$ cat src/hw/rtl/hsj_pkg.sv
// Package for the Halton sub-pixel jitter unit: widths, register indexes,
// controller states and the command/status structs between controller and datapath.
// No dependencies.
package hsj_pkg;

  localparam int IN_W       = 16;  // phase index field
  localparam int JIT_W      = 26;  // jitter fields
  localparam int N_W        = 17;  // index + 1
  localparam int SCALE_W    = 18;  // radical inverse numerator / scale (3^11 < 2^18)
  localparam int PC_W       = 16;
  localparam int RES_W      = 15;
  localparam int DEN_W      = SCALE_W + RES_W;
  localparam int CFG_IDX_W  = 2;
  localparam int CFG_DATA_W = 16;

  localparam logic [CFG_IDX_W-1:0] CFG_PHASE_COUNT = 2'd0;
  localparam logic [CFG_IDX_W-1:0] CFG_RES_WIDTH   = 2'd1;
  localparam logic [CFG_IDX_W-1:0] CFG_RES_HEIGHT  = 2'd2;

  localparam logic [PC_W-1:0]  PHASE_COUNT_RST = 16'd8;
  localparam logic [RES_W-1:0] RES_WIDTH_RST   = 15'd1920;
  localparam logic [RES_W-1:0] RES_HEIGHT_RST  = 15'd1080;

  // floor(m / 3) = (m * RECIP3) >> RECIP3_SHIFT, exact for m < 2^17
  localparam int              RECIP3_SHIFT = 17;
  localparam logic [N_W-1:0]  RECIP3       = 17'd43691;

  localparam logic [24:0] JIT_MAX_MAG = 25'h1000000;

  typedef enum logic [2:0] {
    ST_IDLE,
    ST_DIGIT,
    ST_MULT,
    ST_DIVIDE,
    ST_FINAL
  } hsj_state_t;

  typedef struct packed {
    logic start;
    logic digit_step;
    logic mult;
    logic div_step;
    logic load_out;
  } hsj_cmd_t;

  typedef struct packed {
    logic oor;
    logic digits_done;
  } hsj_sts_t;

endpackage

$ cat src/hw/rtl/hsj_if.sv
// Channel interfaces of the Halton sub-pixel jitter unit: valid/ready plus payload.
// Depends on hsj_pkg.
interface hsj_in_if;
  logic                       valid;
  logic                       ready;
  logic [hsj_pkg::IN_W-1:0]   phase_index;

  modport source (output valid, output phase_index, input ready);
  modport sink   (input valid, input phase_index, output ready);
endinterface

interface hsj_out_if;
  logic                              valid;
  logic                              ready;
  logic signed [hsj_pkg::JIT_W-1:0]  jitter_x;
  logic signed [hsj_pkg::JIT_W-1:0]  jitter_y;
  logic                              last_phase;
  logic                              out_of_range;

  modport source (output valid, output jitter_x, output jitter_y, output last_phase,
                  output out_of_range, input ready);
  modport sink   (input valid, input jitter_x, input jitter_y, input last_phase,
                  input out_of_range, output ready);
endinterface

$ cat src/hw/rtl/hsj_ctrl.sv
// Controller FSM of the Halton sub-pixel jitter unit: sequences digit extraction,
// denominator multiply, fraction division and result load. Depends on hsj_pkg.
module hsj_ctrl #(
  parameter int FRAC_BITS = 24
) (
  input  logic              clk,
  input  logic              rst_n,
  input  logic              in_valid,
  output logic              in_ready,
  output logic              out_valid,
  input  logic              out_ready,
  input  hsj_pkg::hsj_sts_t sts,
  output hsj_pkg::hsj_cmd_t cmd
);

  localparam int CNT_W = $clog2(FRAC_BITS);
  localparam logic [CNT_W-1:0] CNT_LAST = CNT_W'(FRAC_BITS - 1);

  hsj_pkg::hsj_state_t state_r, state_nxt;
  logic [CNT_W-1:0]    div_cnt_r, div_cnt_nxt;
  logic                out_valid_r, out_valid_nxt;

  always_comb begin
    state_nxt = state_r;
    unique case (state_r)
      hsj_pkg::ST_IDLE: begin
        if (in_valid) state_nxt = hsj_pkg::ST_DIGIT;
      end
      hsj_pkg::ST_DIGIT: begin
        if (sts.oor) state_nxt = hsj_pkg::ST_FINAL;
        else if (sts.digits_done) state_nxt = hsj_pkg::ST_MULT;
      end
      hsj_pkg::ST_MULT: begin
        state_nxt = hsj_pkg::ST_DIVIDE;
      end
      hsj_pkg::ST_DIVIDE: begin
        if (div_cnt_r == CNT_LAST) state_nxt = hsj_pkg::ST_FINAL;
      end
      hsj_pkg::ST_FINAL: begin
        if (!out_valid_r || out_ready) state_nxt = hsj_pkg::ST_IDLE;
      end
      default: state_nxt = hsj_pkg::ST_IDLE;
    endcase
  end

  always_comb begin
    cmd      = '0;
    in_ready = 1'b0;
    unique case (state_r)
      hsj_pkg::ST_IDLE: begin
        in_ready  = 1'b1;
        cmd.start = in_valid;
      end
      hsj_pkg::ST_DIGIT: begin
        cmd.digit_step = !sts.oor && !sts.digits_done;
      end
      hsj_pkg::ST_MULT: begin
        cmd.mult = 1'b1;
      end
      hsj_pkg::ST_DIVIDE: begin
        cmd.div_step = 1'b1;
      end
      hsj_pkg::ST_FINAL: begin
        cmd.load_out = !out_valid_r || out_ready;
      end
      default: ;
    endcase
  end

  always_comb begin
    div_cnt_nxt = div_cnt_r;
    if (cmd.mult) div_cnt_nxt = '0;
    else if (cmd.div_step) div_cnt_nxt = div_cnt_r + CNT_W'(1);
  end

  always_comb begin
    out_valid_nxt = out_valid_r;
    if (cmd.load_out) out_valid_nxt = 1'b1;
    else if (out_ready) out_valid_nxt = 1'b0;
  end

  always_ff @(posedge clk) begin
    if (!rst_n) begin
      state_r     <= hsj_pkg::ST_IDLE;
      div_cnt_r   <= '0;
      out_valid_r <= 1'b0;
    end else begin
      state_r     <= state_nxt;
      div_cnt_r   <= div_cnt_nxt;
      out_valid_r <= out_valid_nxt;
    end
  end

  assign out_valid = out_valid_r;

  // a waiting result is never overwritten
  a_no_overwrite: assert property (@(posedge clk) disable iff (!rst_n)
    cmd.load_out |-> (!out_valid_r || out_ready))
    else $error("result register loaded while previous result pending");

  a_start_to_digit: assert property (@(posedge clk) disable iff (!rst_n)
    cmd.start |=> (state_r == hsj_pkg::ST_DIGIT))
    else $error("accepted transaction did not enter digit phase");

  a_load_sets_valid: assert property (@(posedge clk) disable iff (!rst_n)
    cmd.load_out |=> out_valid_r)
    else $error("result loaded without raising valid");

  a_div_count: assert property (@(posedge clk) disable iff (!rst_n)
    (state_r == hsj_pkg::ST_DIVIDE) && (div_cnt_r == CNT_LAST) |=>
      (state_r == hsj_pkg::ST_FINAL))
    else $error("division did not end after FRAC_BITS steps");

endmodule

$ cat src/hw/rtl/hsj_datapath.sv
// Datapath of the Halton sub-pixel jitter unit: config registers, base-2/base-3
// digit reversal, denominator multiply, restoring division, result register.
// Depends on hsj_pkg.
module hsj_datapath #(
  parameter int FRAC_BITS  = 24,
  parameter int INDEX_BITS = 16
) (
  input  logic                                clk,
  input  logic                                rst_n,
  input  logic                                cfg_we,
  input  logic [hsj_pkg::CFG_IDX_W-1:0]       cfg_index,
  input  logic [hsj_pkg::CFG_DATA_W-1:0]      cfg_data,
  input  logic [hsj_pkg::IN_W-1:0]            in_phase_index,
  input  hsj_pkg::hsj_cmd_t                   cmd,
  output hsj_pkg::hsj_sts_t                   sts,
  output logic signed [hsj_pkg::JIT_W-1:0]    out_jitter_x,
  output logic signed [hsj_pkg::JIT_W-1:0]    out_jitter_y,
  output logic                                out_last_phase,
  output logic                                out_out_of_range
);

  localparam int N_W     = hsj_pkg::N_W;
  localparam int SCALE_W = hsj_pkg::SCALE_W;
  localparam int DEN_W   = hsj_pkg::DEN_W;
  localparam int JIT_W   = hsj_pkg::JIT_W;
  localparam logic [hsj_pkg::IN_W-1:0] IDX_MASK = (INDEX_BITS >= hsj_pkg::IN_W) ?
      {hsj_pkg::IN_W{1'b1}} : hsj_pkg::IN_W'((33'd1 << INDEX_BITS) - 33'd1);

  logic [hsj_pkg::PC_W-1:0]  phase_count_r;
  logic [hsj_pkg::RES_W-1:0] res_width_r, res_height_r;

  logic [N_W-1:0]     n_r, m2_r, m3_r;
  logic               oor_r;
  logic [SCALE_W-1:0] rev2_r, scale2_r, rev3_r, scale3_r;
  logic               neg2_r, neg3_r;
  logic [DEN_W-1:0]   den2_r, den3_r, rem2_r, rem3_r;
  logic [FRAC_BITS-1:0] q2_r, q3_r;

  logic signed [JIT_W-1:0] jx_r, jy_r;
  logic                    last_r, oor_out_r;

  always_ff @(posedge clk) begin
    if (!rst_n) begin
      phase_count_r <= hsj_pkg::PHASE_COUNT_RST;
      res_width_r   <= hsj_pkg::RES_WIDTH_RST;
      res_height_r  <= hsj_pkg::RES_HEIGHT_RST;
    end else if (cfg_we) begin
      unique case (cfg_index)
        hsj_pkg::CFG_PHASE_COUNT: phase_count_r <= cfg_data;
        hsj_pkg::CFG_RES_WIDTH:   res_width_r   <= cfg_data[hsj_pkg::RES_W-1:0];
        hsj_pkg::CFG_RES_HEIGHT:  res_height_r  <= cfg_data[hsj_pkg::RES_W-1:0];
        default: ;
      endcase
    end
  end

  // start
  logic [hsj_pkg::IN_W-1:0] idx_m;
  assign idx_m = in_phase_index & IDX_MASK;

  // base-3 digit by reciprocal multiply
  logic [2*N_W-1:0] prod3;
  logic [N_W-1:0]   m3_div;
  logic [1:0]       d3;
  assign prod3  = (2*N_W)'(m3_r) * (2*N_W)'(hsj_pkg::RECIP3);
  assign m3_div = prod3[2*N_W-1:hsj_pkg::RECIP3_SHIFT];
  assign d3     = 2'(m3_r - (m3_div << 1) - m3_div);

  // 2h - 1 numerators
  logic [SCALE_W:0] two_rev2, two_rev3;
  assign two_rev2 = {rev2_r, 1'b0};
  assign two_rev3 = {rev3_r, 1'b0};

  // restoring division steps
  logic [DEN_W:0] sh2, sh3;
  logic           ge2, ge3;
  assign sh2 = {rem2_r, 1'b0};
  assign sh3 = {rem3_r, 1'b0};
  assign ge2 = sh2 >= {1'b0, den2_r};
  assign ge3 = sh3 >= {1'b0, den3_r};

  always_ff @(posedge clk) begin
    if (cmd.start) begin
      oor_r    <= {1'b0, idx_m} >= {1'b0, phase_count_r};
      n_r      <= N_W'(idx_m) + N_W'(1);
      m2_r     <= N_W'(idx_m) + N_W'(1);
      m3_r     <= N_W'(idx_m) + N_W'(1);
      rev2_r   <= '0;
      rev3_r   <= '0;
      scale2_r <= SCALE_W'(1);
      scale3_r <= SCALE_W'(1);
    end else if (cmd.digit_step) begin
      if (m2_r != '0) begin
        m2_r     <= m2_r >> 1;
        rev2_r   <= {rev2_r[SCALE_W-2:0], m2_r[0]};
        scale2_r <= scale2_r << 1;
      end
      if (m3_r != '0) begin
        m3_r     <= m3_div;
        rev3_r   <= SCALE_W'((rev3_r << 1) + rev3_r + SCALE_W'(d3));
        scale3_r <= SCALE_W'((scale3_r << 1) + scale3_r);
      end
    end
  end

  always_ff @(posedge clk) begin
    if (cmd.mult) begin
      neg2_r <= two_rev2 < {1'b0, scale2_r};
      neg3_r <= two_rev3 < {1'b0, scale3_r};
      rem2_r <= (two_rev2 < {1'b0, scale2_r}) ?
                DEN_W'({1'b0, scale2_r} - two_rev2) : DEN_W'(two_rev2 - {1'b0, scale2_r});
      rem3_r <= (two_rev3 < {1'b0, scale3_r}) ?
                DEN_W'({1'b0, scale3_r} - two_rev3) : DEN_W'(two_rev3 - {1'b0, scale3_r});
      den2_r <= DEN_W'(scale2_r) * DEN_W'(res_width_r);
      den3_r <= DEN_W'(scale3_r) * DEN_W'(res_height_r);
      q2_r   <= '0;
      q3_r   <= '0;
    end else if (cmd.div_step) begin
      rem2_r <= ge2 ? DEN_W'(sh2 - {1'b0, den2_r}) : sh2[DEN_W-1:0];
      rem3_r <= ge3 ? DEN_W'(sh3 - {1'b0, den3_r}) : sh3[DEN_W-1:0];
      q2_r   <= {q2_r[FRAC_BITS-2:0], ge2};
      q3_r   <= {q3_r[FRAC_BITS-2:0], ge3};
    end
  end

  function automatic logic signed [JIT_W-1:0] fin(input logic [FRAC_BITS-1:0] q,
                                                  input logic neg);
    logic [32:0] q_ext;
    logic [24:0] mag;
    q_ext = 33'(q);
    mag   = (q_ext > 33'(hsj_pkg::JIT_MAX_MAG)) ? hsj_pkg::JIT_MAX_MAG : q_ext[24:0];
    return neg ? -JIT_W'(mag) : JIT_W'(mag);
  endfunction

  always_ff @(posedge clk) begin
    if (cmd.load_out) begin
      if (oor_r) begin
        jx_r      <= '0;
        jy_r      <= '0;
        last_r    <= 1'b0;
        oor_out_r <= 1'b1;
      end else begin
        jx_r      <= (res_width_r == '0) ? '0 : fin(q2_r, neg2_r);
        jy_r      <= (res_height_r == '0) ? '0 : fin(q3_r, neg3_r);
        last_r    <= n_r == N_W'(phase_count_r);
        oor_out_r <= 1'b0;
      end
    end
  end

  assign sts.oor         = oor_r;
  assign sts.digits_done = (m2_r == '0) && (m3_r == '0);

  assign out_jitter_x     = jx_r;
  assign out_jitter_y     = jy_r;
  assign out_last_phase   = last_r;
  assign out_out_of_range = oor_out_r;

  a_mult_after_digits: assert property (@(posedge clk) disable iff (!rst_n)
    cmd.mult |-> ((m2_r == '0) && (m3_r == '0) && !oor_r))
    else $error("denominator formed before digit reversal finished");

endmodule

$ cat src/hw/rtl/halton_subpixel_jitter_unit.sv
// Halton sub-pixel jitter unit, top level: channels, config port, controller and datapath.
// Depends on hsj_pkg, hsj_if, hsj_ctrl, hsj_datapath.
//
// For each phase index transaction the unit returns one jitter pair: x from the base-2
// and y from the base-3 radical inverse of index+1, mapped to 2h-1 and divided by the
// render width/height, as signed fixed point with FRAC_BITS fraction bits, truncated.
// One item is processed at a time. An in-range index steps through the radical-inverse
// loop at one digit per cycle, then the denominator multiply, then the restoring divider
// at one quotient bit per cycle. An out-of-range index skips the digit loop, multiply
// and division. The result sits in an output register, so the next transaction is
// accepted while it waits.
module halton_subpixel_jitter_unit #(
  parameter int FRAC_BITS  = 24,
  parameter int INDEX_BITS = 16
) (
  input  logic                             clk,
  input  logic                             rst_n,
  hsj_in_if.sink                           in_chan,
  hsj_out_if.source                        out_chan,
  input  logic                             cfg_we,
  input  logic [hsj_pkg::CFG_IDX_W-1:0]    cfg_index,
  input  logic [hsj_pkg::CFG_DATA_W-1:0]   cfg_data
);

  hsj_pkg::hsj_cmd_t cmd;
  hsj_pkg::hsj_sts_t sts;

  hsj_ctrl #(
    .FRAC_BITS (FRAC_BITS)
  ) u_ctrl (
    .clk       (clk),
    .rst_n     (rst_n),
    .in_valid  (in_chan.valid),
    .in_ready  (in_chan.ready),
    .out_valid (out_chan.valid),
    .out_ready (out_chan.ready),
    .sts       (sts),
    .cmd       (cmd)
  );

  hsj_datapath #(
    .FRAC_BITS  (FRAC_BITS),
    .INDEX_BITS (INDEX_BITS)
  ) u_datapath (
    .clk              (clk),
    .rst_n            (rst_n),
    .cfg_we           (cfg_we),
    .cfg_index        (cfg_index),
    .cfg_data         (cfg_data),
    .in_phase_index   (in_chan.phase_index),
    .cmd              (cmd),
    .sts              (sts),
    .out_jitter_x     (out_chan.jitter_x),
    .out_jitter_y     (out_chan.jitter_y),
    .out_last_phase   (out_chan.last_phase),
    .out_out_of_range (out_chan.out_of_range)
  );

endmodule
$ cat src/flat_wrapper.sv
// flat-port wrapper written by rule: the top's interface ports become plain ports
module halton_subpixel_jitter_unit_flat 
#(
  parameter int FRAC_BITS  = 24,
  parameter int INDEX_BITS = 16
)
  (clk, rst_n, cfg_we, cfg_index, cfg_data, in_chan_valid, in_chan_phase_index, in_chan_ready, out_chan_valid, out_chan_jitter_x, out_chan_jitter_y, out_chan_last_phase, out_chan_out_of_range, out_chan_ready);
  hsj_in_if in_chan_i ();
  hsj_out_if out_chan_i ();
  input  logic clk;
  input  logic rst_n;
  input  logic cfg_we;
  input  logic [hsj_pkg::CFG_IDX_W-1:0] cfg_index;
  input  logic [hsj_pkg::CFG_DATA_W-1:0] cfg_data;
  input wire logic [$bits(in_chan_i.valid)-1:0] in_chan_valid;
  input wire logic [$bits(in_chan_i.phase_index)-1:0] in_chan_phase_index;
  output wire logic [$bits(in_chan_i.ready)-1:0] in_chan_ready;
  output wire logic [$bits(out_chan_i.valid)-1:0] out_chan_valid;
  output wire logic [$bits(out_chan_i.jitter_x)-1:0] out_chan_jitter_x;
  output wire logic [$bits(out_chan_i.jitter_y)-1:0] out_chan_jitter_y;
  output wire logic [$bits(out_chan_i.last_phase)-1:0] out_chan_last_phase;
  output wire logic [$bits(out_chan_i.out_of_range)-1:0] out_chan_out_of_range;
  input wire logic [$bits(out_chan_i.ready)-1:0] out_chan_ready;
  assign in_chan_i.valid = in_chan_valid;
  assign in_chan_i.phase_index = in_chan_phase_index;
  assign in_chan_ready = in_chan_i.ready;
  assign out_chan_valid = out_chan_i.valid;
  assign out_chan_jitter_x = out_chan_i.jitter_x;
  assign out_chan_jitter_y = out_chan_i.jitter_y;
  assign out_chan_last_phase = out_chan_i.last_phase;
  assign out_chan_out_of_range = out_chan_i.out_of_range;
  assign out_chan_i.ready = out_chan_ready;
  halton_subpixel_jitter_unit #(.FRAC_BITS(FRAC_BITS), .INDEX_BITS(INDEX_BITS)) u_core (.clk(clk), .rst_n(rst_n), .in_chan(in_chan_i), .out_chan(out_chan_i), .cfg_we(cfg_we), .cfg_index(cfg_index), .cfg_data(cfg_data));
endmodule
$ cat config.mk
export PLATFORM = sky130hd
export DESIGN_NAME = halton_subpixel_jitter_unit_flat
export DESIGN_NICKNAME = d
export VERILOG_FILES = /design/src/hw/rtl/hsj_pkg.sv /design/src/hw/rtl/hsj_if.sv /design/src/hw/rtl/hsj_ctrl.sv /design/src/hw/rtl/hsj_datapath.sv /design/src/hw/rtl/halton_subpixel_jitter_unit.sv /design/src/flat_wrapper.sv
export SDC_FILE = /design/constraint.sdc
export NUM_CORES = 2
export LEC_CHECK = 0
export ABC_AREA = 1
export BUFFER_PORTS_ARGS = -buffer_cell sky130_fd_sc_hd__buf_2
export CORE_MARGIN = 4
export CORE_UTILIZATION = 66
export DETAILED_ROUTE_END_ITERATION = 6
export PLACE_DENSITY_LB_ADDON = 0.15
export SLEW_MARGIN = 5
export SYNTH_ARGS = -nofsm -noshare
export SYNTH_HDL_FRONTEND = slang
export SYNTH_SLANG_ARGS = --single-unit
$ cat constraint.sdc
create_clock -name clk -period 10.52 [get_ports clk]
set_clock_uncertainty 0.05 [all_clocks]
set_input_delay 2.104 -clock clk [delete_from_list [all_inputs] [get_ports clk]]
set_output_delay 2.104 -clock clk [all_outputs]
set_load 0.01 [all_outputs]
==> Yosys cells after proc, flatten, opt, wreduce, memory -nomap -nowiden <==
Cells that the tools add are included.
{ "op_classes": {"eq_ne": 12, "shifts": 0, "addsub": 15, "multipliers": 3, "bitwise_logic": 3, "muxes": 31, "order_cmp": 5, "div": 0, "n_reduce_logical": 32} }
{ "ops": {"columns": ["op", "count"], "rows": [
  ["$mux W33", 8],
  ["$mux W17", 6],
  ["$ge A34 B33 Y1", 2],
  ["$mul A18 B15 Y33", 2],
  ["$sub A33 B33 Y33", 2],
  ["$neg A24 Y26", 2],
  ["$mux W24", 2],
  ["$sub A18 B19 Y20", 2],
  ["$sub A19 B18 Y20", 2],
  ["$lt A19 B18 Y1", 2],
  ["$add A18 B18 Y18", 2],
  ["$logic_not A17 Y1", 2],
  ["$reduce_bool A17 Y1", 2],
  ["$mul A17 B16 Y33 const B", 1],
  ["$logic_not A15 Y1", 2],
  ["$add A18 B2 Y18", 1],
  ["$add A16 B1 Y17 const B", 1],
  ["$eq A17 B16 Y1", 1],
  ["$ge A16 B16 Y1", 1],
  ["$mux W3", 5],
  ["$pmux W3 S5", 1],
  ["$reduce_and A2 Y1", 7],
  ["$reduce_bool A2 Y1", 5],
  ["$mux W1", 9],
  ["19 further kinds", 31]
]} }
{ "totals": {"output_inout_bits": 56, "n_memories": 0, "wordCells": 129, "romBits": 0, "latchBits": 0, "inputBits": 39, "mem_bits_rw": 0, "regBits": 415} }

==> Depth between registers and ports, before layout <==
{ "depth": {"depth_word": 7, "depth_mapped": 39, "ltp_nobuf": 39} }

==> By module <==
From an unflattened synthesis, not the netlist that was laid out.
{ "hier_totals": {"cells_unflattened": 7254, "area_unflattened_um2": 52744.3} }
{ "by_module_without_submodules": {"columns": ["module", "cells_per_inst", "area_per_inst_um2", "seq_area_each_um2", "n_inst"], "rows": [
  ["hsj_datapath", 7180, 52231.3, 10510.1, 1],
  ["hsj_ctrl", 74, 513.0, 180.2, 1]
]} }

==> Worst setup path before layout <==
No wires, ideal clock.
{ "synth_path": {"kind": "in2reg", "startpoint": "input out_chan_ready", "endpoint": "register u_core.u_datapath.jx_r[0] (netlist: u_core.u_datapath.out_jitter_x[0]) (enable)", "required_time_ns": 9.870, "t_arrival_ns": 7.273, "n_path_buf": 0, "setup_ns": 0.600, "cell_stages": 2, "setup_slack_ns": 2.597, "cell_sequence": "nor2_1 nor4_1"} }
{ "synth_rtl": {"columns": ["element", "line", "source"], "rows": [
  ["start, declared", "flat_wrapper.sv:23", "input wire logic [$bits(out_chan_i.ready)-1:0] out_chan_ready;"],
  ["end signal, assigned", "hsj_datapath.sv:143", "jx_r <= (res_width_r == '0) ? '0 : fin(q2_r, neg2_r);"],
  ["end, declared", "hsj_datapath.sv:39", "logic signed [JIT_W-1:0] jx_r, jy_r;"]
]} }

==> Final worst setup path <==
{ "layout_path": {"startpoint": "register u_core.u_datapath.m3_r[1]", "endpoint": "register u_core.u_datapath.rev3_r[17]"} }
{ "layout_via": {"elab_chain_cells": 6, "word_cells_on_any_way": 11, "classes_between": "3 x add/sub; 1 x mul; 1 x mux; 6 x reduce/logical"} }
{ "layout_rtl": {"columns": ["element", "line", "source"], "rows": [
  ["start, declared", "hsj_datapath.sv:32", "logic [N_W-1:0] n_r, m2_r, m3_r;"],
  ["start signal, assigned", "hsj_datapath.sv:87", "m3_r <= N_W'(idx_m) + N_W'(1);"],
  ["start signal, assigned", "hsj_datapath.sv:99", "m3_r <= m3_div;"],
  ["parallel branches: the longest is 6 deep, another holds $mul A17 B16 Y33", null, null],
  ["end signal, assigned", "hsj_datapath.sv:100", "rev3_r <= SCALE_W'((rev3_r << 1) + rev3_r + SCALE_W'(d3));"],
  ["end, declared", "hsj_datapath.sv:34", "logic [SCALE_W-1:0] rev2_r, scale2_r, rev3_r, scale3_r;"]
]} }
Parallel ways; which one is timed is not known.
A chain may end at the register's enable or synchronous reset.

==> flow_summary_export.csv <==
group,metric,value,unit
setup_path,start_kind,"flip-flop",
logic_synthesis,yosysWarnings,0,
outcome,status,"completed",
cells_and_area,nNetsFinal,8216,
global_route,antenna_found_initial,4,
global_route,grt_start_max_net_pins,92,
setup_path,critPathKind,"reg -> reg",
timing,post-route-period-util,0.781,
clocking,path_clk_slew,0.07,ns
timing,max_freq,122,MHz
floorplan,die_h,289,µm
clocking,cts_tree,"built",
routing,via_per_inst,5.64,
routing,antenna_left,0,
timing,slew_headroom,0.191,
clocking,clkSinkCount,414,
floorplan,start_util,0.670,
timing,fin_tns_setup,0,ns
setup_path,cp_common_cell,"nand2_1",
setup_path,required,10.99,ns
routing,drt_wl_total,143000,µm
timing,slew_viol_final,0,
hold_path,hold_path_class,"reg -> reg",
timing,period_minus_slack,8.21,ns
logic_synthesis,synth-seq-cells,414,
routing,route.detailed.drc,0,
global_route,grt-ovfl-total,0,
logic_synthesis,yosys.area.top_type,"fa_1",
setup_path,critPathMaxStageDelay,0.58,ns
timing,setup_viol,0,
cells_and_area,drive_above_1_share,0.0320,
setup_path,slowest_stage,"edfxtp_1",
setup_path,arrival,8.69,ns
clocking,postCtsHoldBufs,0,
logic_synthesis,synth_top_cells_by_area,"fa_1 (19%), nand2_1 (15%), edfxtp_1 (14%), ha_1 (13%), inv_1 (11%)",
logic_synthesis,synthesis.nets,8283,
global_route,grt_pass1_vias,45700,
clocking,cts_setup_buffers,0,
logic_synthesis,synth_cell_types,48,
logic_synthesis,netlist_area,0.0522,mm²
placement,place.gp.congestion,0.953,
placement,portBuffers,94,
global_route,grt_usage,0.349,
setup_path,worst_setup_path_end_kind,"flip-flop",
routing,drt_iter0_drc,3920,
floorplan,rows,102,
timing,grt_setup_unrepaired,"false",
logic_synthesis,syn-mean-instance-area,7.24,µm²
placement,dp_hpwl,113000,µm
global_route,grt_pass1_wl,235000,µm
flow_run,drv_cap,0,
clocking,cts-htree-levels,2,
logic_synthesis,syn_inst,7212,
clocking,cts-root-buf,"clkbuf_16",
clocking,clk_path_buf_depth,3,
clocking,clock_latency,0.64,ns
logic_synthesis,yosys.area.top_type_share,0.193,
routing,num_vias,46400,
routing,detail_route.wl_per_cell,17.4,µm
floorplan,coreArea,0.0780,mm²
floorplan,num_io_pins,95,
clocking,cts_resized,0,
timing,tightest_slew,1.21,ns
cells_and_area,areaGrowthSynthToFinish,5.20,%
clocking,cts_buffers,49,
routing,drt_first_pass_iters,6,
logic_synthesis,yosysSeqAreaShare,0.205,
setup_path,path_max_fanout,9,
floorplan,die_area,0.0837,mm²
floorplan,fp.dieW,289,µm
timing,hold_viol,0,
cell usage after synthesis (all sizes together):
master and instances:
xor2 102, and2 14, a21o 26, clkbuf 177
nand3b 21, a21boi 6, o31ai 2, xnor2 68
fa 504, a2111oi 1, nand3 353, or2 3
o211ai 7, buf 64, nor3 88, o21bai 25
nand2 2028, nor4 20, edfxtp 240, o2111ai 3
o21ai 269, a221oi 1, nand4 55, a31oi 8
nor2 409, clkinv 1, nor3b 1, inv 1545
ha 528, a211oi 1, o22ai 57, o21a 13
dfxtp 174, o311ai 1, a21oi 397
cell families after synthesis:
kind of cell	count (synthesis)	share of synthesized area
compound gates	817	0.0842
xor+xnor	170	0.0285
fa+ha+maj	1032	0.320
buf+inv	1787	0.130
flops	414	0.205
simple gates	2992	0.233
critical path, delay by kind of cell, from the launching register on:
family          cells  cell delay, ns
fa+ha+maj          11            4.29
flops               1            0.58
xor+xnor            2            0.31
simple gates       11            1.33
buf+inv             5            0.29
compound gates      5            1.29
registers in the layout, summed over array words and instances (netlist names), 24 cells and up:
signal and flops:
u_core.u_datapath.den2_r 33, u_core.u_datapath.den3_r 33, u_core.u_datapath.rem2_r 33, u_core.u_datapath.rem3_r 33, u_core.u_datapath.out_jitter_x 26, u_core.u_datapath.out_jitter_y 26, u_core.u_datapath.q2_r 24, u_core.u_datapath.q3_r 24
path summary, 6_finish.rpt:
check                                                        startpoint                                   endpoint  slack [ns]  cells after the start
worst max-delay path                u_core.u_datapath.m3_r[1]$_DFFE_PP_  u_core.u_datapath.rev3_r[17]$_SDFFE_PP0P_        2.31                     34
worst min-delay path            u_core.u_ctrl.div_cnt_r[4]$_SDFFE_PP0P_    u_core.u_ctrl.div_cnt_r[4]$_SDFFE_PP0P_        0.41                      1
worst max register to register      u_core.u_datapath.m3_r[1]$_DFFE_PP_  u_core.u_datapath.rev3_r[17]$_SDFFE_PP0P_        2.31                     34
worst min register to register  u_core.u_ctrl.div_cnt_r[4]$_SDFFE_PP0P_    u_core.u_ctrl.div_cnt_r[4]$_SDFFE_PP0P_        0.41                      1
placed cells by master (no fill, tap or decap), drive strengths merged:
cell type and instances:
o22ai 57, o21bai 25, nand4 55, nor3 88, or2 3, edfxtp 240
buf 123, diode 2, o311ai 1, nand3 353, bufinv 5, o21a 13
xor2 102, nor3b 1, xnor2 68, clkinv 16, clkbuf 63, a21oi 397
a21boi 6, a21o 26, a221oi 1, a211oi 1, o31ai 2, clkinvlp 4
dfxtp 174, inv 1549, and2 14, nor4 20, o21ai 269, o211ai 7
a2111oi 1, a31oi 8, fa 504, nand2 2028, ha 528, o2111ai 3
nor2 409, nand3b 21
layer usage:
| metal | part of all wire | up-vias | global-route usage |
|---|---|---|---|
| li1 | - | 22200 | - |
| met3 | 0.097 | 295 | 0.0618 |
| met1 | 0.43 | 21900 | 0.494 |
| met2 | 0.44 | 2062 | 0.553 |
| met5 | 0.000091 | - | 0 |
| met4 | 0.032 | 2 | 0.107 |
final cells by class:
type | count | area (µm²)
clock buffers | 63 | 1340
clock inverters | 28 | 358
fillers | 6642 | 23000
well taps | 1040 | 1300
multi-input cells | 5011 | 34800
inverters | 1546 | 5800
flip-flops and latches | 414 | 10700
repair buffers | 123 | 688
diodes | 2 | 5.00
per-stage QoR:
step / area, µm² / setup slack, ns / util / cells / hold WS [ns]
5_1_grt: 55000 / 1.81 / 0.705 / 8227 / 0.428
3_3_place_gp: 53300 / 2.48 / 0.683 / 8134 / 0.386
6_report: 55000 / 2.31 / 0.705 / 8227 / 0.408
2_1_floorplan: 52200 / 2.60 / - / 7212 / 0.356
3_5_place_dp: 53300 / 2.38 / 0.683 / 8134 / 0.395
4_1_cts: 55000 / 2.36 / 0.705 / 8225 / 0.410
Power is left out: the tool's default activity adds up to more than one toggle a clock period on the data nets, which glitch-free logic cannot reach.
